### config.mk
export PLATFORM = sky130hd
export DESIGN_NAME = beat_peak_and_gap_detector_core_flat
export DESIGN_NICKNAME = d
export VERILOG_FILES = /design/src/rtl/bpgd_pkg.sv /design/src/rtl/bpgd_in_if.sv /design/src/rtl/bpgd_out_if.sv /design/src/rtl/bpgd_div.sv /design/src/rtl/bpgd_ctrl.sv /design/src/rtl/bpgd_dp.sv /design/src/rtl/beat_peak_and_gap_detector_core.sv /design/src/flat_wrapper.sv
export SDC_FILE = /design/constraint.sdc
export NUM_CORES = 2
export LEC_CHECK = 0
export ABC_AREA = 0
export BUFFER_PORTS_ARGS = -buffer_cell sky130_fd_sc_hd__buf_2
export CAP_MARGIN = 5
export CORE_MARGIN = 10
export CORE_UTILIZATION = 60
export CTS_CLUSTER_DIAMETER = 120
export DETAILED_ROUTE_END_ITERATION = 8
export PLACE_DENSITY = 0.75
export SYNTH_ARGS = -nofsm -noshare
export SYNTH_HDL_FRONTEND = slang
export SYNTH_HIERARCHICAL = 1
export SYNTH_SLANG_ARGS = --single-unit
### constraint.sdc
create_clock -name clk -period 14.7 [get_ports clk]
set_input_delay 2.205 -clock clk [delete_from_list [all_inputs] [get_ports clk]]
set_output_delay 2.205 -clock clk [all_outputs]
set_load 0.01 [all_outputs]
### src/rtl/bpgd_pkg.sv
// ============================================================================
// bpgd_pkg: shared types and constants of the beat peak and gap detector
// Field widths, register reset values, register indexes, controller states
// and the command and status bundles between controller and datapath.
// ============================================================================
package bpgd_pkg;

    localparam int LEVEL_W     = 16;
    localparam int CFG_W       = 16;
    localparam int CFG_IDX_W   = 2;
    localparam int POWER_W     = 24;
    localparam int THR_W       = 25;
    localparam int SILENT_W    = 17;
    localparam int SINCE_W     = 16;

    localparam int HISTORY_DEPTH_DEF = 32;

    // Defaults for 30 frames per second: 3 s, 8 s, and 60 s at 200 beats/min
    localparam logic [CFG_W-1:0] GAP_LENGTH_RST      = 16'd90;
    localparam logic [CFG_W-1:0] LONG_GAP_LENGTH_RST = 16'd240;
    localparam logic [CFG_W-1:0] PEAK_SPACING_RST    = 16'd9;

    localparam logic [POWER_W-1:0]  POWER_MAX  = '1;
    localparam logic [SILENT_W-1:0] SILENT_MAX = '1;
    localparam logic [SINCE_W-1:0]  SINCE_MAX  = '1;

    typedef enum logic [CFG_IDX_W-1:0] {
        CFG_GAP_LENGTH      = 2'd0,
        CFG_LONG_GAP_LENGTH = 2'd1,
        CFG_PEAK_SPACING    = 2'd2
    } cfg_index_t;

    typedef enum logic [2:0] {
        ST_IDLE,
        ST_CHECK,
        ST_WRITE,
        ST_DIV_GO,
        ST_DIV_WAIT,
        ST_BEAT,
        ST_EMIT
    } state_t;

    typedef struct packed {
        logic accum;         // add a non-final pair to the frame sum
        logic frame_end;     // close the frame, update gap tracking
        logic clear_result;  // gap frame: zero beat, average and threshold
        logic hist_step;     // advance write slot, read the entry it replaces
        logic hist_write;    // store frame power, update the running total
        logic div_start;     // start the averaging division
        logic beat_eval;     // threshold compare and spacing check
        logic out_load;      // move the result into the output register
    } cmd_t;

    typedef struct packed {
        logic gap;           // gap flag after the frame update
        logic div_done;      // last divider step this cycle
        logic out_free;      // output register can take a result
    } status_t;

endpackage

### src/rtl/bpgd_in_if.sv
// ============================================================================
// bpgd_in_if: input channel of the beat peak and gap detector
// One left/right channel pair per transfer, final pair of a frame marked.
// ============================================================================
interface bpgd_in_if;

    logic                         valid;
    logic                         ready;
    logic [bpgd_pkg::LEVEL_W-1:0] left_level;
    logic [bpgd_pkg::LEVEL_W-1:0] right_level;
    logic                         last_channel;

    modport source (
        output valid,
        input  ready,
        output left_level,
        output right_level,
        output last_channel
    );

    modport sink (
        input  valid,
        output ready,
        input  left_level,
        input  right_level,
        input  last_channel
    );

endinterface

### src/rtl/bpgd_out_if.sv
// ============================================================================
// bpgd_out_if: result channel of the beat peak and gap detector
// One result per frame: beat and gap flags, frame power, average, threshold.
// ============================================================================
interface bpgd_out_if;

    logic                         valid;
    logic                         ready;
    logic                         beat;
    logic                         in_gap;
    logic                         in_long_gap;
    logic                         gap_ended;
    logic [bpgd_pkg::POWER_W-1:0] frame_power;
    logic [bpgd_pkg::POWER_W-1:0] average_power;
    logic [bpgd_pkg::THR_W-1:0]   threshold;

    modport source (
        output valid,
        input  ready,
        output beat,
        output in_gap,
        output in_long_gap,
        output gap_ended,
        output frame_power,
        output average_power,
        output threshold
    );

    modport sink (
        input  valid,
        output ready,
        input  beat,
        input  in_gap,
        input  in_long_gap,
        input  gap_ended,
        input  frame_power,
        input  average_power,
        input  threshold
    );

endinterface

### src/rtl/bpgd_div.sv
// ============================================================================
// bpgd_div: serial restoring divider
// One quotient bit per cycle while busy; done is high during the final step.
// ============================================================================
module bpgd_div #(
    parameter int DVD_W = 29,
    parameter int DVS_W = 6
) (
    input  logic             clk,
    input  logic             rst_n,
    input  logic             start,
    input  logic [DVD_W-1:0] dividend,
    input  logic [DVS_W-1:0] divisor,
    output logic             done,
    output logic [DVD_W-1:0] quotient
);

    localparam int CNT_W = $clog2(DVD_W);

    logic             busy_reg;
    logic             busy_next;
    logic [CNT_W-1:0] cnt_reg;
    logic [CNT_W-1:0] cnt_next;
    logic [DVD_W-1:0] work_reg;
    logic [DVD_W-1:0] work_next;
    logic [DVS_W-1:0] rem_reg;
    logic [DVS_W-1:0] rem_next;
    logic [DVS_W:0]   trial;
    logic             fits;

    assign trial    = {rem_reg, work_reg[DVD_W-1]};
    assign fits     = trial >= {1'b0, divisor};
    assign done     = busy_reg && (cnt_reg == CNT_W'(DVD_W - 1));
    assign quotient = work_reg;

    always_comb
    begin
        busy_next = busy_reg;
        cnt_next  = cnt_reg;
        work_next = work_reg;
        rem_next  = rem_reg;
        if (start)
        begin
            busy_next = 1'b1;
            cnt_next  = '0;
            work_next = dividend;
            rem_next  = '0;
        end
        else if (busy_reg)
        begin
            // shift the next dividend bit in, subtract where the divisor fits
            rem_next  = fits ? DVS_W'(trial - {1'b0, divisor}) : trial[DVS_W-1:0];
            work_next = {work_reg[DVD_W-2:0], fits};
            cnt_next  = cnt_reg + 1'b1;
            if (done)
            begin
                busy_next = 1'b0;
            end
        end
    end

    always_ff @(posedge clk or negedge rst_n)
    begin
        if (!rst_n)
        begin
            busy_reg <= 1'b0;
            cnt_reg  <= '0;
        end
        else
        begin
            busy_reg <= busy_next;
            cnt_reg  <= cnt_next;
        end
    end

    always_ff @(posedge clk)
    begin
        work_reg <= work_next;
        rem_reg  <= rem_next;
    end

endmodule

### src/rtl/bpgd_ctrl.sv
// ============================================================================
// bpgd_ctrl: frame sequencer of the beat peak and gap detector
// Takes channel pairs, and on the final pair walks the datapath through gap
// update, then outside a gap history update, division and beat decision, and result hand-off.
// ============================================================================
module bpgd_ctrl (
    input  logic              clk,
    input  logic              rst_n,
    input  logic              in_valid,
    input  logic              in_last,
    output logic              in_ready,
    input  bpgd_pkg::status_t status,
    output bpgd_pkg::cmd_t    cmd
);

    bpgd_pkg::state_t state_reg;
    bpgd_pkg::state_t state_next;

    always_ff @(posedge clk or negedge rst_n)
    begin
        if (!rst_n)
        begin
            state_reg <= bpgd_pkg::ST_IDLE;
        end
        else
        begin
            state_reg <= state_next;
        end
    end

    always_comb
    begin
        state_next = state_reg;
        cmd        = '0;
        in_ready   = 1'b0;
        unique case (state_reg)
            bpgd_pkg::ST_IDLE:
            begin
                in_ready = 1'b1;
                if (in_valid)
                begin
                    if (in_last)
                    begin
                        cmd.frame_end = 1'b1;
                        state_next    = bpgd_pkg::ST_CHECK;
                    end
                    else
                    begin
                        cmd.accum = 1'b1;
                    end
                end
            end
            bpgd_pkg::ST_CHECK:
            begin
                // during a gap the history is left alone
                if (status.gap)
                begin
                    cmd.clear_result = 1'b1;
                    state_next       = bpgd_pkg::ST_EMIT;
                end
                else
                begin
                    cmd.hist_step = 1'b1;
                    state_next    = bpgd_pkg::ST_WRITE;
                end
            end
            bpgd_pkg::ST_WRITE:
            begin
                cmd.hist_write = 1'b1;
                state_next     = bpgd_pkg::ST_DIV_GO;
            end
            bpgd_pkg::ST_DIV_GO:
            begin
                cmd.div_start = 1'b1;
                state_next    = bpgd_pkg::ST_DIV_WAIT;
            end
            bpgd_pkg::ST_DIV_WAIT:
            begin
                if (status.div_done)
                begin
                    state_next = bpgd_pkg::ST_BEAT;
                end
            end
            bpgd_pkg::ST_BEAT:
            begin
                cmd.beat_eval = 1'b1;
                state_next    = bpgd_pkg::ST_EMIT;
            end
            bpgd_pkg::ST_EMIT:
            begin
                if (status.out_free)
                begin
                    cmd.out_load = 1'b1;
                    state_next   = bpgd_pkg::ST_IDLE;
                end
            end
            default:
            begin
                state_next = bpgd_pkg::ST_IDLE;
            end
        endcase
    end

endmodule

### src/rtl/bpgd_dp.sv
// ============================================================================
// bpgd_dp: datapath of the beat peak and gap detector
// Frame sum, silence tracking, power history ring with running total,
// averaging divider, beat decision, configuration and output register.
// ============================================================================
module bpgd_dp #(
    parameter int HISTORY_DEPTH = bpgd_pkg::HISTORY_DEPTH_DEF
) (
    input  logic                           clk,
    input  logic                           rst_n,
    input  bpgd_pkg::cmd_t                 cmd,
    output bpgd_pkg::status_t              status,
    input  logic                           cfg_we,
    input  logic [bpgd_pkg::CFG_IDX_W-1:0] cfg_index,
    input  logic [bpgd_pkg::CFG_W-1:0]     cfg_wdata,
    input  logic [bpgd_pkg::LEVEL_W-1:0]   left_level,
    input  logic [bpgd_pkg::LEVEL_W-1:0]   right_level,
    input  logic                           out_ready,
    output logic                           out_valid,
    output logic                           beat,
    output logic                           in_gap,
    output logic                           in_long_gap,
    output logic                           gap_ended,
    output logic [bpgd_pkg::POWER_W-1:0]   frame_power,
    output logic [bpgd_pkg::POWER_W-1:0]   average_power,
    output logic [bpgd_pkg::THR_W-1:0]     threshold
);

    localparam int PW  = bpgd_pkg::POWER_W;
    localparam int TW  = bpgd_pkg::THR_W;
    localparam int SCW = bpgd_pkg::SILENT_W;
    localparam int BW  = bpgd_pkg::SINCE_W;
    localparam int SW  = $clog2(HISTORY_DEPTH);
    localparam int CW  = $clog2(HISTORY_DEPTH + 1);
    localparam int HW  = PW + $clog2(HISTORY_DEPTH);

    // configuration
    logic [bpgd_pkg::CFG_W-1:0] gap_len_reg;
    logic [bpgd_pkg::CFG_W-1:0] long_len_reg;
    logic [bpgd_pkg::CFG_W-1:0] spacing_reg;

    // frame and gap state
    logic [PW-1:0]  frame_sum_reg;
    logic           nonzero_reg;
    logic [SCW-1:0] silent_cnt_reg;
    logic           gap_reg;
    logic           long_reg;
    logic           ended_reg;
    logic [PW-1:0]  power_reg;

    // history state
    logic [PW-1:0]  hist_mem [HISTORY_DEPTH];
    logic [PW-1:0]  rd_reg;
    logic [SW-1:0]  slot_reg;
    logic [CW-1:0]  filled_reg;
    logic           full_reg;
    logic [HW-1:0]  total_reg;
    logic [BW-1:0]  since_reg;

    // per-frame result
    logic           beat_reg;
    logic [PW-1:0]  avg_reg;
    logic [TW-1:0]  thr_reg;

    // output register
    logic           out_valid_reg;
    logic           out_beat_reg;
    logic           out_gap_reg;
    logic           out_long_reg;
    logic           out_ended_reg;
    logic [PW-1:0]  out_power_reg;
    logic [PW-1:0]  out_avg_reg;
    logic [TW-1:0]  out_thr_reg;

    logic [PW+1:0]  sum_wide;
    logic           silent;
    logic [SCW-1:0] cnt_inc;
    logic [SCW-1:0] cnt_new;
    logic           gap_hit;
    logic           long_hit;
    logic [SW-1:0]  slot_new;
    logic [HW-1:0]  total_base;
    logic [HW-1:0]  total_drop;
    logic           div_done;
    logic [HW-1:0]  quotient;
    logic [PW-1:0]  avg;
    logic [TW-1:0]  thr;
    logic           beat_raw;
    logic           beat_ok;
    logic [BW-1:0]  since_inc;

    // frame sum and silence
    assign sum_wide = {2'b00, frame_sum_reg} + (PW+2)'(left_level) + (PW+2)'(right_level);
    assign silent   = !nonzero_reg && (left_level == '0) && (right_level == '0);
    assign cnt_inc  = (silent_cnt_reg == bpgd_pkg::SILENT_MAX) ?
                      silent_cnt_reg : silent_cnt_reg + 1'b1;
    assign cnt_new  = silent ? cnt_inc : '0;
    assign gap_hit  = cnt_new > SCW'(gap_len_reg);
    assign long_hit = cnt_new > SCW'(long_len_reg);

    // history ring
    assign slot_new   = ended_reg ? '0 :
                        (slot_reg == SW'(HISTORY_DEPTH - 1)) ? '0 : slot_reg + 1'b1;
    assign total_base = ended_reg ? '0 : total_reg;
    assign total_drop = full_reg ? HW'(rd_reg) : '0;

    // beat decision
    assign avg       = quotient[PW-1:0];
    assign thr       = TW'(avg) + TW'(avg >> 2) + TW'(avg >> 3);
    assign beat_raw  = ended_reg || (TW'(power_reg) >= thr);
    assign beat_ok   = beat_raw && (since_reg >= spacing_reg);
    assign since_inc = (since_reg == bpgd_pkg::SINCE_MAX) ? since_reg : since_reg + 1'b1;

    assign status.gap      = gap_reg;
    assign status.div_done = div_done;
    assign status.out_free = !out_valid_reg || out_ready;

    bpgd_div #(
        .DVD_W (HW),
        .DVS_W (CW)
    ) u_div (
        .clk      (clk),
        .rst_n    (rst_n),
        .start    (cmd.div_start),
        .dividend (total_reg),
        .divisor  (filled_reg),
        .done     (div_done),
        .quotient (quotient)
    );

    always_ff @(posedge clk or negedge rst_n)
    begin
        if (!rst_n)
        begin
            gap_len_reg    <= bpgd_pkg::GAP_LENGTH_RST;
            long_len_reg   <= bpgd_pkg::LONG_GAP_LENGTH_RST;
            spacing_reg    <= bpgd_pkg::PEAK_SPACING_RST;
            frame_sum_reg  <= '0;
            nonzero_reg    <= 1'b0;
            silent_cnt_reg <= '0;
            gap_reg        <= 1'b0;
            long_reg       <= 1'b0;
            ended_reg      <= 1'b0;
            slot_reg       <= SW'(HISTORY_DEPTH - 1);
            filled_reg     <= '0;
            full_reg       <= 1'b0;
            total_reg      <= '0;
            since_reg      <= '0;
            out_valid_reg  <= 1'b0;
        end
        else
        begin
            if (cfg_we)
            begin
                unique case (cfg_index)
                    bpgd_pkg::CFG_GAP_LENGTH:      gap_len_reg  <= cfg_wdata;
                    bpgd_pkg::CFG_LONG_GAP_LENGTH: long_len_reg <= cfg_wdata;
                    bpgd_pkg::CFG_PEAK_SPACING:    spacing_reg  <= cfg_wdata;
                    default:                       ;
                endcase
            end

            if (cmd.accum)
            begin
                frame_sum_reg <= (sum_wide > (PW+2)'(bpgd_pkg::POWER_MAX)) ?
                                 bpgd_pkg::POWER_MAX : sum_wide[PW-1:0];
                if ((left_level | right_level) != '0)
                begin
                    nonzero_reg <= 1'b1;
                end
            end

            if (cmd.frame_end)
            begin
                frame_sum_reg  <= '0;
                nonzero_reg    <= 1'b0;
                silent_cnt_reg <= cnt_new;
                ended_reg      <= !silent && gap_reg;
                if (silent)
                begin
                    gap_reg  <= gap_reg || gap_hit;
                    long_reg <= long_reg || long_hit;
                end
                else if (gap_reg)
                begin
                    // the long gap flag drops only when a gap ends
                    gap_reg  <= 1'b0;
                    long_reg <= 1'b0;
                end
            end

            if (cmd.hist_step)
            begin
                slot_reg <= slot_new;
                full_reg <= !ended_reg && (filled_reg == CW'(HISTORY_DEPTH));
                if (ended_reg)
                begin
                    filled_reg <= CW'(1);
                    since_reg  <= spacing_reg;
                end
                else if (filled_reg != CW'(HISTORY_DEPTH))
                begin
                    filled_reg <= filled_reg + 1'b1;
                end
            end

            if (cmd.hist_write)
            begin
                total_reg <= total_base - total_drop + HW'(power_reg);
            end

            if (cmd.beat_eval)
            begin
                since_reg <= beat_ok ? BW'(1) : since_inc;
            end

            if (cmd.out_load)
            begin
                out_valid_reg <= 1'b1;
            end
            else if (out_ready)
            begin
                out_valid_reg <= 1'b0;
            end
        end
    end

    // history memory: read the replaced entry on step, write the new power after
    always_ff @(posedge clk)
    begin
        if (cmd.hist_step)
        begin
            rd_reg <= hist_mem[slot_new];
        end
        if (cmd.hist_write)
        begin
            hist_mem[slot_reg] <= power_reg;
        end
    end

    always_ff @(posedge clk)
    begin
        if (cmd.frame_end)
        begin
            power_reg <= frame_sum_reg;
        end
        if (cmd.clear_result)
        begin
            beat_reg <= 1'b0;
            avg_reg  <= '0;
            thr_reg  <= '0;
        end
        else if (cmd.beat_eval)
        begin
            beat_reg <= beat_ok;
            avg_reg  <= avg;
            thr_reg  <= thr;
        end
        if (cmd.out_load)
        begin
            out_beat_reg  <= beat_reg;
            out_gap_reg   <= gap_reg;
            out_long_reg  <= long_reg;
            out_ended_reg <= ended_reg;
            out_power_reg <= power_reg;
            out_avg_reg   <= avg_reg;
            out_thr_reg   <= thr_reg;
        end
    end

    assign out_valid     = out_valid_reg;
    assign beat          = out_beat_reg;
    assign in_gap        = out_gap_reg;
    assign in_long_gap   = out_long_reg;
    assign gap_ended     = out_ended_reg;
    assign frame_power   = out_power_reg;
    assign average_power = out_avg_reg;
    assign threshold     = out_thr_reg;

endmodule

### src/rtl/beat_peak_and_gap_detector_core.sv
// ============================================================================
// beat_peak_and_gap_detector_core: beat peak and silence gap detector
// Sums channel levels per frame, tracks silence gaps, keeps a power history
// and flags beats (power reaching 1.375 times the running average, or a gap end).
// ============================================================================
//
//  channel   direction  transfer                      payload
//  in_ch     sink       one left/right pair           left_level, right_level,
//                                                     last_channel
//  out_ch    source     one result per frame          beat, in_gap, in_long_gap,
//                                                     gap_ended, frame_power,
//                                                     average_power, threshold
//  cfg       write      one register, no read-back    cfg_we, cfg_index, cfg_wdata
//
//  In the idle state a pair that is not the last of its frame is added to the
//  frame sum and in_ch stays ready. The last pair runs the check, history
//  write, divider start, bit-serial averaging division and beat decision; a gap
//  frame goes from the check straight to the result hand-off.
//  in_ch is not ready while a frame result is being computed, and that result
//  waits for the output register; a held result does not block new pairs.
//  No clearing pass after reset: the history holds only entries written since
//  the last restart.
//
module beat_peak_and_gap_detector_core #(
    parameter int HISTORY_DEPTH = bpgd_pkg::HISTORY_DEPTH_DEF
) (
    input  logic                           clk,
    input  logic                           rst_n,
    bpgd_in_if.sink                        in_ch,
    bpgd_out_if.source                     out_ch,
    input  logic                           cfg_we,
    input  logic [bpgd_pkg::CFG_IDX_W-1:0] cfg_index,
    input  logic [bpgd_pkg::CFG_W-1:0]     cfg_wdata
);

    bpgd_pkg::cmd_t    cmd;
    bpgd_pkg::status_t status;
    logic              in_ready;

    assign in_ch.ready = in_ready;

    bpgd_ctrl u_ctrl (
        .clk      (clk),
        .rst_n    (rst_n),
        .in_valid (in_ch.valid),
        .in_last  (in_ch.last_channel),
        .in_ready (in_ready),
        .status   (status),
        .cmd      (cmd)
    );

    bpgd_dp #(
        .HISTORY_DEPTH (HISTORY_DEPTH)
    ) u_dp (
        .clk           (clk),
        .rst_n         (rst_n),
        .cmd           (cmd),
        .status        (status),
        .cfg_we        (cfg_we),
        .cfg_index     (cfg_index),
        .cfg_wdata     (cfg_wdata),
        .left_level    (in_ch.left_level),
        .right_level   (in_ch.right_level),
        .out_ready     (out_ch.ready),
        .out_valid     (out_ch.valid),
        .beat          (out_ch.beat),
        .in_gap        (out_ch.in_gap),
        .in_long_gap   (out_ch.in_long_gap),
        .gap_ended     (out_ch.gap_ended),
        .frame_power   (out_ch.frame_power),
        .average_power (out_ch.average_power),
        .threshold     (out_ch.threshold)
    );

endmodule

### src/flat_wrapper.sv
// flat-port wrapper written by rule: the top's interface ports become plain ports
module beat_peak_and_gap_detector_core_flat 
#(
    parameter int HISTORY_DEPTH = bpgd_pkg::HISTORY_DEPTH_DEF
)
  (clk, rst_n, cfg_we, cfg_index, cfg_wdata, in_ch_valid, in_ch_ready, in_ch_left_level, in_ch_right_level, in_ch_last_channel, out_ch_valid, out_ch_ready, out_ch_beat, out_ch_in_gap, out_ch_in_long_gap, out_ch_gap_ended, out_ch_frame_power, out_ch_average_power, out_ch_threshold);
  bpgd_in_if in_ch_i ();
  bpgd_out_if out_ch_i ();
  input  logic clk;
  input  logic rst_n;
  input  logic cfg_we;
  input  logic [bpgd_pkg::CFG_IDX_W-1:0] cfg_index;
  input  logic [bpgd_pkg::CFG_W-1:0] cfg_wdata;
  input wire logic [$bits(in_ch_i.valid)-1:0] in_ch_valid;
  output wire logic [$bits(in_ch_i.ready)-1:0] in_ch_ready;
  input wire logic [$bits(in_ch_i.left_level)-1:0] in_ch_left_level;
  input wire logic [$bits(in_ch_i.right_level)-1:0] in_ch_right_level;
  input wire logic [$bits(in_ch_i.last_channel)-1:0] in_ch_last_channel;
  output wire logic [$bits(out_ch_i.valid)-1:0] out_ch_valid;
  input wire logic [$bits(out_ch_i.ready)-1:0] out_ch_ready;
  output wire logic [$bits(out_ch_i.beat)-1:0] out_ch_beat;
  output wire logic [$bits(out_ch_i.in_gap)-1:0] out_ch_in_gap;
  output wire logic [$bits(out_ch_i.in_long_gap)-1:0] out_ch_in_long_gap;
  output wire logic [$bits(out_ch_i.gap_ended)-1:0] out_ch_gap_ended;
  output wire logic [$bits(out_ch_i.frame_power)-1:0] out_ch_frame_power;
  output wire logic [$bits(out_ch_i.average_power)-1:0] out_ch_average_power;
  output wire logic [$bits(out_ch_i.threshold)-1:0] out_ch_threshold;
  assign in_ch_i.valid = in_ch_valid;
  assign in_ch_ready = in_ch_i.ready;
  assign in_ch_i.left_level = in_ch_left_level;
  assign in_ch_i.right_level = in_ch_right_level;
  assign in_ch_i.last_channel = in_ch_last_channel;
  assign out_ch_valid = out_ch_i.valid;
  assign out_ch_i.ready = out_ch_ready;
  assign out_ch_beat = out_ch_i.beat;
  assign out_ch_in_gap = out_ch_i.in_gap;
  assign out_ch_in_long_gap = out_ch_i.in_long_gap;
  assign out_ch_gap_ended = out_ch_i.gap_ended;
  assign out_ch_frame_power = out_ch_i.frame_power;
  assign out_ch_average_power = out_ch_i.average_power;
  assign out_ch_threshold = out_ch_i.threshold;
  beat_peak_and_gap_detector_core #(.HISTORY_DEPTH(HISTORY_DEPTH)) u_core (.clk(clk), .rst_n(rst_n), .in_ch(in_ch_i), .out_ch(out_ch_i), .cfg_we(cfg_we), .cfg_index(cfg_index), .cfg_wdata(cfg_wdata));
endmodule
# After elaboration in Yosys (flattened, before gate mapping)
# Memories as Yosys holds them, arrays and structs flattened. A register that Yosys moved wholly into a read port is not among the register bits.
# Cells that the tools add are included.
# totals
ff_bits	346
latchBits	0
ramBits	768
mem_bits_ro	0
inputBits	56
out_inout_bits	79
wordCells	158
memories	1
# memory_table
memory	depth	word_bits	rd	rd_clocked_by_memory_dff	write_ports	line_no	source
u_core.u_dp.hist_mem	32	24	1	1	1	bpgd_dp.sv:52	logic [PW-1:0] hist_mem [HISTORY_DEPTH];
# op_classes
add_sub_neg	12
mul	0
n_div	0
n_lt_le_gt_ge	6
eq_ne	19
shift	0
n_mux	53
bitwise	1
reduce_logical	35
# op_table
cell	n
$mux W24	4
$mux W29	3
$mux W16	5
$gt A17 B16 Y1	2
$mux W17	2
$logic_not A16 Y1	2
$add A29 B24 Y29	1
$sub A29 B24 Y29	1
$add A26 B16 Y26	1
$gt A26 B24 Y1 const B	1
$add A24 B16 Y25	1
$add A24 B22 Y25	1
$add A25 B21 Y25	1
$ge A24 B25 Y1	1
$mux W1	23
$pmux W3 S7	1
$mux W5	4
$mux W6	3
$add A17 B1 Y17 const B	1
$eq A17 B17 Y1 const B	1
$add A16 B1 Y16 const B	1
$eq A16 B16 Y1 const B	1
$ge A16 B16 Y1	1
$or A16 B16 Y16	1
other kinds (27)	63

# Depth between registers and ports, before layout
# depth
depth_word	7
depth_mapped	24
depth_no_buf	22

# Hierarchy
# Netlist, hierarchy kept.
# by_module_without_submodules
module	instances	cells_per_inst	area_per_inst_um2	seq_area_each_um2
bpgd_dp	1	3313	48920.7	31614.1
bpgd_div	1	166	2095.8	1141.1
bpgd_ctrl	1	24	221.5	75.1

# Worst setup path after synthesis
# No wires, ideal clock.
# synth_timing
kind	input to register
from	input port out_ch_ready
to	register u_core.u_dp.out_avg_reg[0] (netlist: u_core/u_dp/average_power[0]), enable pin
setup_ns	0.523
t_arrival_ns	5.910
t_required_ns	14.177
path_slack_ns	8.267
path_stages	3
path_buffers	0
path_cell_list	nand2b_1 > and2_1 > nor2b_1
# synth_lines
item	line_no	source
from (decl)	flat_wrapper.sv:20	input wire logic [$bits(out_ch_i.ready)-1:0] out_ch_ready;
to (signal assigned)	bpgd_dp.sv:266	out_avg_reg <= avg_reg;
to (decl)	bpgd_dp.sv:72	logic [PW-1:0] out_avg_reg;

# Final worst setup path
# layout_timing
from	register u_core.u_dp.u_div.work_reg[3] (netlist: u_core/u_dp/u_div/quotient[3])
to	register u_core.u_dp.since_reg[4]
# layout_via
elab_chain_cells	7
word_cells_on_any_way	9
cone_classes	2 x add/sub; 1 x order compare; 1 x eq/ne; 2 x mux; 3 x reduce/logical
# layout_lines
item	line_no	source
from (decl)	bpgd_div.sv:24	logic [DVD_W-1:0] work_reg;
from (signal assigned)	bpgd_div.sv:78	work_reg <= work_next;
$add A24 B22 Y25	bpgd_dp.sv:109	assign thr = TW'(avg) + TW'(avg >> 2) + TW'(avg >> 3);
$add A25 B21 Y25 (*)	bpgd_dp.sv:109	
$ge A24 B25 Y1 (*)	bpgd_dp.sv:110	assign beat_raw = ended_reg || (TW'(power_reg) >= thr);
$logic_or A1 B1 Y1 (*)	bpgd_dp.sv:110	
$logic_and A1 B1 Y1 (*)	bpgd_dp.sv:111	assign beat_ok = beat_raw && (since_reg >= spacing_reg);
$ne A3 B3 Y1 (no source line) / $mux W16 (equally long branches)	-	
$reduce_and A3 Y1 (no source line) / $mux W16 (equally long branches)	-	
to (signal assigned)	bpgd_dp.sv:199	since_reg <= spacing_reg;
to (signal assigned)	bpgd_dp.sv:214	since_reg <= beat_ok ? BW'(1) : since_inc;
to (decl)	bpgd_dp.sv:58	logic [BW-1:0] since_reg;
# Mark *: on every way between the ends. The rest lies on a longest branch, timed or not.
# A chain may end at the register's enable or synchronous reset.

==> flow_summary_export.csv <==
group,metric,value,unit
grt,grt_use_total,24.9,%
final_layout,drive_gt1_share,19.8,%
clock_tree,cts_tree,"done",
grt,grt_pass1_vias,30400,
grt,grt_max_degree,102,
clock_tree,root_buffer,"clkbuf_16",
critical_path,critical_path_buf_inv_count,0,
synth,synth.most_common_cell,"edfxtp_1",
sta,setup_viol,0,
routing,routed_via_density,6.14,
grt,grt_pass1_wl,185000,µm
placed_design,portBuffers,134,
floorplan,die-area,97500,µm²
routing,dr_total_vias,30200,
sta,rsz0062_at_grt,"false",
critical_path,critPathArrivalTime,7.01,ns
critical_path,path_class,"reg2reg",
synth,yosys.area.top_type,"edfxtp_1",
clock_tree,clk_path_buf_depth,3,
pwr,p_per_area,237,nW/µm²
floorplan,pin_count,135,
critical_path,critical_path.max_stage_delay,1.00,ns
critical_path,r2r_cells,22,
clock_tree,cts_resized,0,
routing,routedWlPerCell,24.8,µm
final_layout,final_nets,3972,
sta,fin_crit_sh,43.9,%
synth,synth_ff_type,"edfxtp_1",
sta,slew_violations,0,
routing,drc,0,
synth,synth_area,51200,µm²
critical_path,cpMostUsedCell,"o21ai_0",
clock_tree,cts.clk_slew.worst_paths,0.06,ns
sta,hold_viol,0,
synth,syn_nets,3797,
clock_tree,insertion_delay,0.71,ns
routing,dr.pass1.iters,7,
floorplan,placeableCoreArea,85000,µm²
critical_path,startpoint_type,"register",
job,max-cap-violations,0,
floorplan,dieHeight,312,µm
critical_path,path_cells,"fa_1, ha_1, fa_1, a21o_1, a21boi_0, o31ai_1, a21oi_1, o211ai_1, nand2_1, a211oi_1, nor2_1, xor2_1, ha_1, nand4_1, nor4_1, a21oi_1, o21ai_0, o21ai_0, a31o_4, a31oi_2, o21ai_0, a22o_1",
synth,synth_async_sr_flop_share,14.1,%
sta,tightest_slew,1.26,ns
synth,yosysWarnings,6,
routing,ant_nets,0,
floorplan,rows,107,
synth,seq_area_frac_synth,64.1,%
routing,drt-total-wl,122000,µm
critical_path,cp.depth,22,
synth,syn_avg_cell_area,14.6,µm²
pwr,ir_worst_vdd,0.181,mV
synth,synth-edff-count,922,
synth,synth_top_area_share,54.0,%
synth,syn_inst,3503,
sta,period_needed,6.46,ns
grt,grt_overflow,0,
final_layout,area_growth,11.8,%
clock_tree,cts-buffers-inserted,110,
final_layout,final_core_util,67.4,%
critical_path,end_kind,"register",
critical_path,crit_slowest_cell,"a31oi_2",
clock_tree,cts_hold_buf,0,
sta,slew_headroom,16.0,%
routing,drtIter0Drc,3486,
sta,fmax,155,MHz
final_layout,fillCellCount,5701,
critical_path,path_max_fanout,29,
critical_path,critical_path_required,15.26,ns
sta,skew,0.0401,ns
clock_tree,htreeDepth,3,
grt,antenna_found_initial,12,
clock_tree,clock-sinks,1138,
placed_design,dpl.hpwl,74300,µm
synth,ys_ff_latch,1138,
hold_path,hold_path.class,"reg2reg",
final_layout,largest_reg_flops,768,
synth,synth_common_cells,"edfxtp_1 (922), nand2_1 (385), inv_1 (207)",
hold_path,min_path_cells,0,
critical_path,cpLargestDelayFamily,"compound AO/OA/AOI/OAI gates",
floorplan,start_util,60.3,%
status,status,"finished clean",
floorplan,fp.dieW,312,µm
synth,synth_cell_types,83,
sta,finalSetupTns,0,ns
clock_tree,cts_setup_buffers,0,
pwr,power.leakage,0.0211,µW
synth,yosys-top-cells-area,"edfxtp_1 (54%), mux4_2 (8.4%), dfrtp_1 (7.1%)",
placed_design,globalplace.congestion,0.882,
[stage by stage]
step	total power (µW)	area (µm²)	std cells	hold WS [ns]	worst slack, ns
after detailed placement	10600	53500	4710	0.417	8.38
final	13600	57300	4920	0.421	8.24
after global placement	10500	53500	4710	0.415	8.47
after floorplan	8870	51200	3503	0.401	8.27
after CTS	13600	57300	4916	0.415	8.35
after global routing	14400	57300	4916	0.415	7.81
[where the power goes]
group	switching (µW)	internal (µW)	leakage [µW]
sequential	325	4010	0.0108
clock	1230	1700	0.00182
combinational	3710	2590	0.00852
[routing by layer]
layer / wire (µm) / vias up / GRT usage (%)
li1: - / 13500 / -
met1: 48100 / 15200 / 33.7
met2: 57400 / 1332 / 39.4
met3: 12700 / 213 / 6.36
met4: 3850 / 6 / 8.15
met5: 35 / - / 0
[cell usage in the layout (no fill, tap or decap), types with 28 or more instances in the layout]
cell type  Yosys  final
a21oi_1       87     87
and2_1        36     34
buf_2         23    133
buf_4          5     76
clkbuf_16      0    111
dfrtp_1      145    145
dfxtp_1       56     56
edfxtp_1     922    922
fa_1          64     64
ha_1         174    174
inv_1        207    207
mux2_2        96     96
mux2i_1       33     33
mux4_2       192    192
nand2_1      385    383
nand3_1      153    153
nand4_1       34     34
nor2_1       184    150
nor2_2         0     29
nor3_1        30     28
o21a_1        31     31
o21ai_0      125    125
xnor2_1       36     36
xor2_1        41     41
[worst paths after layout]
path,slack (ns),end,from
max in group asynchronous,11.63,u_core/u_dp/full_reg$_DFFE_PN0P_,rst_n
worst max register to register,8.24,u_core/u_dp/since_reg[4]$_DFFE_PN0P_,u_core/u_dp/u_div/quotient[3]$_DFFE_PP_
worst min register to register,0.42,u_core/u_dp/average_power[18]$_DFFE_PP_,u_core/u_dp/avg_reg[18]$_SDFFE_PP0P_
worst max-delay path,8.24,u_core/u_dp/since_reg[4]$_DFFE_PN0P_,u_core/u_dp/u_div/quotient[3]$_DFFE_PP_
worst min-delay path,0.42,u_core/u_dp/average_power[18]$_DFFE_PP_,u_core/u_dp/avg_reg[18]$_SDFFE_PP0P_
min in group asynchronous,1.58,u_core/u_dp/u_div/cnt_reg[2]$_DFFE_PN0P_,rst_n
[final cells by class]
type | instances | area, µm² | area share (%)
Inverter | 208 | 781 | 1.36
Multi-Input combinational cell | 2009 | 17200 | 30.0
Clock buffer | 131 | 2870 | 5.02
Antenna cell | 4 | 10.0 | 0.0175
Sequential cell | 1138 | 32800 | 57.3
Timing Repair Buffer | 211 | 1270 | 2.21
Tap cell | 1144 | 1430 | 2.50
Clock inverter | 75 | 912 | 1.59
[kinds of logic after synthesis]
logic type / count (synthesis) / synth area share [%]
AOI/OAI and AO/OA: 419 / 5.34
xor gates and xnor gates: 77 / 1.32
adders and majority gates: 238 / 6.75
buffers and inverters: 356 / 2.73
DFF: 1138 / 64.1
muxes: 322 / 11.2
and+or+nand+nor: 953 / 8.56
Power figures use the tool's default switching activity.
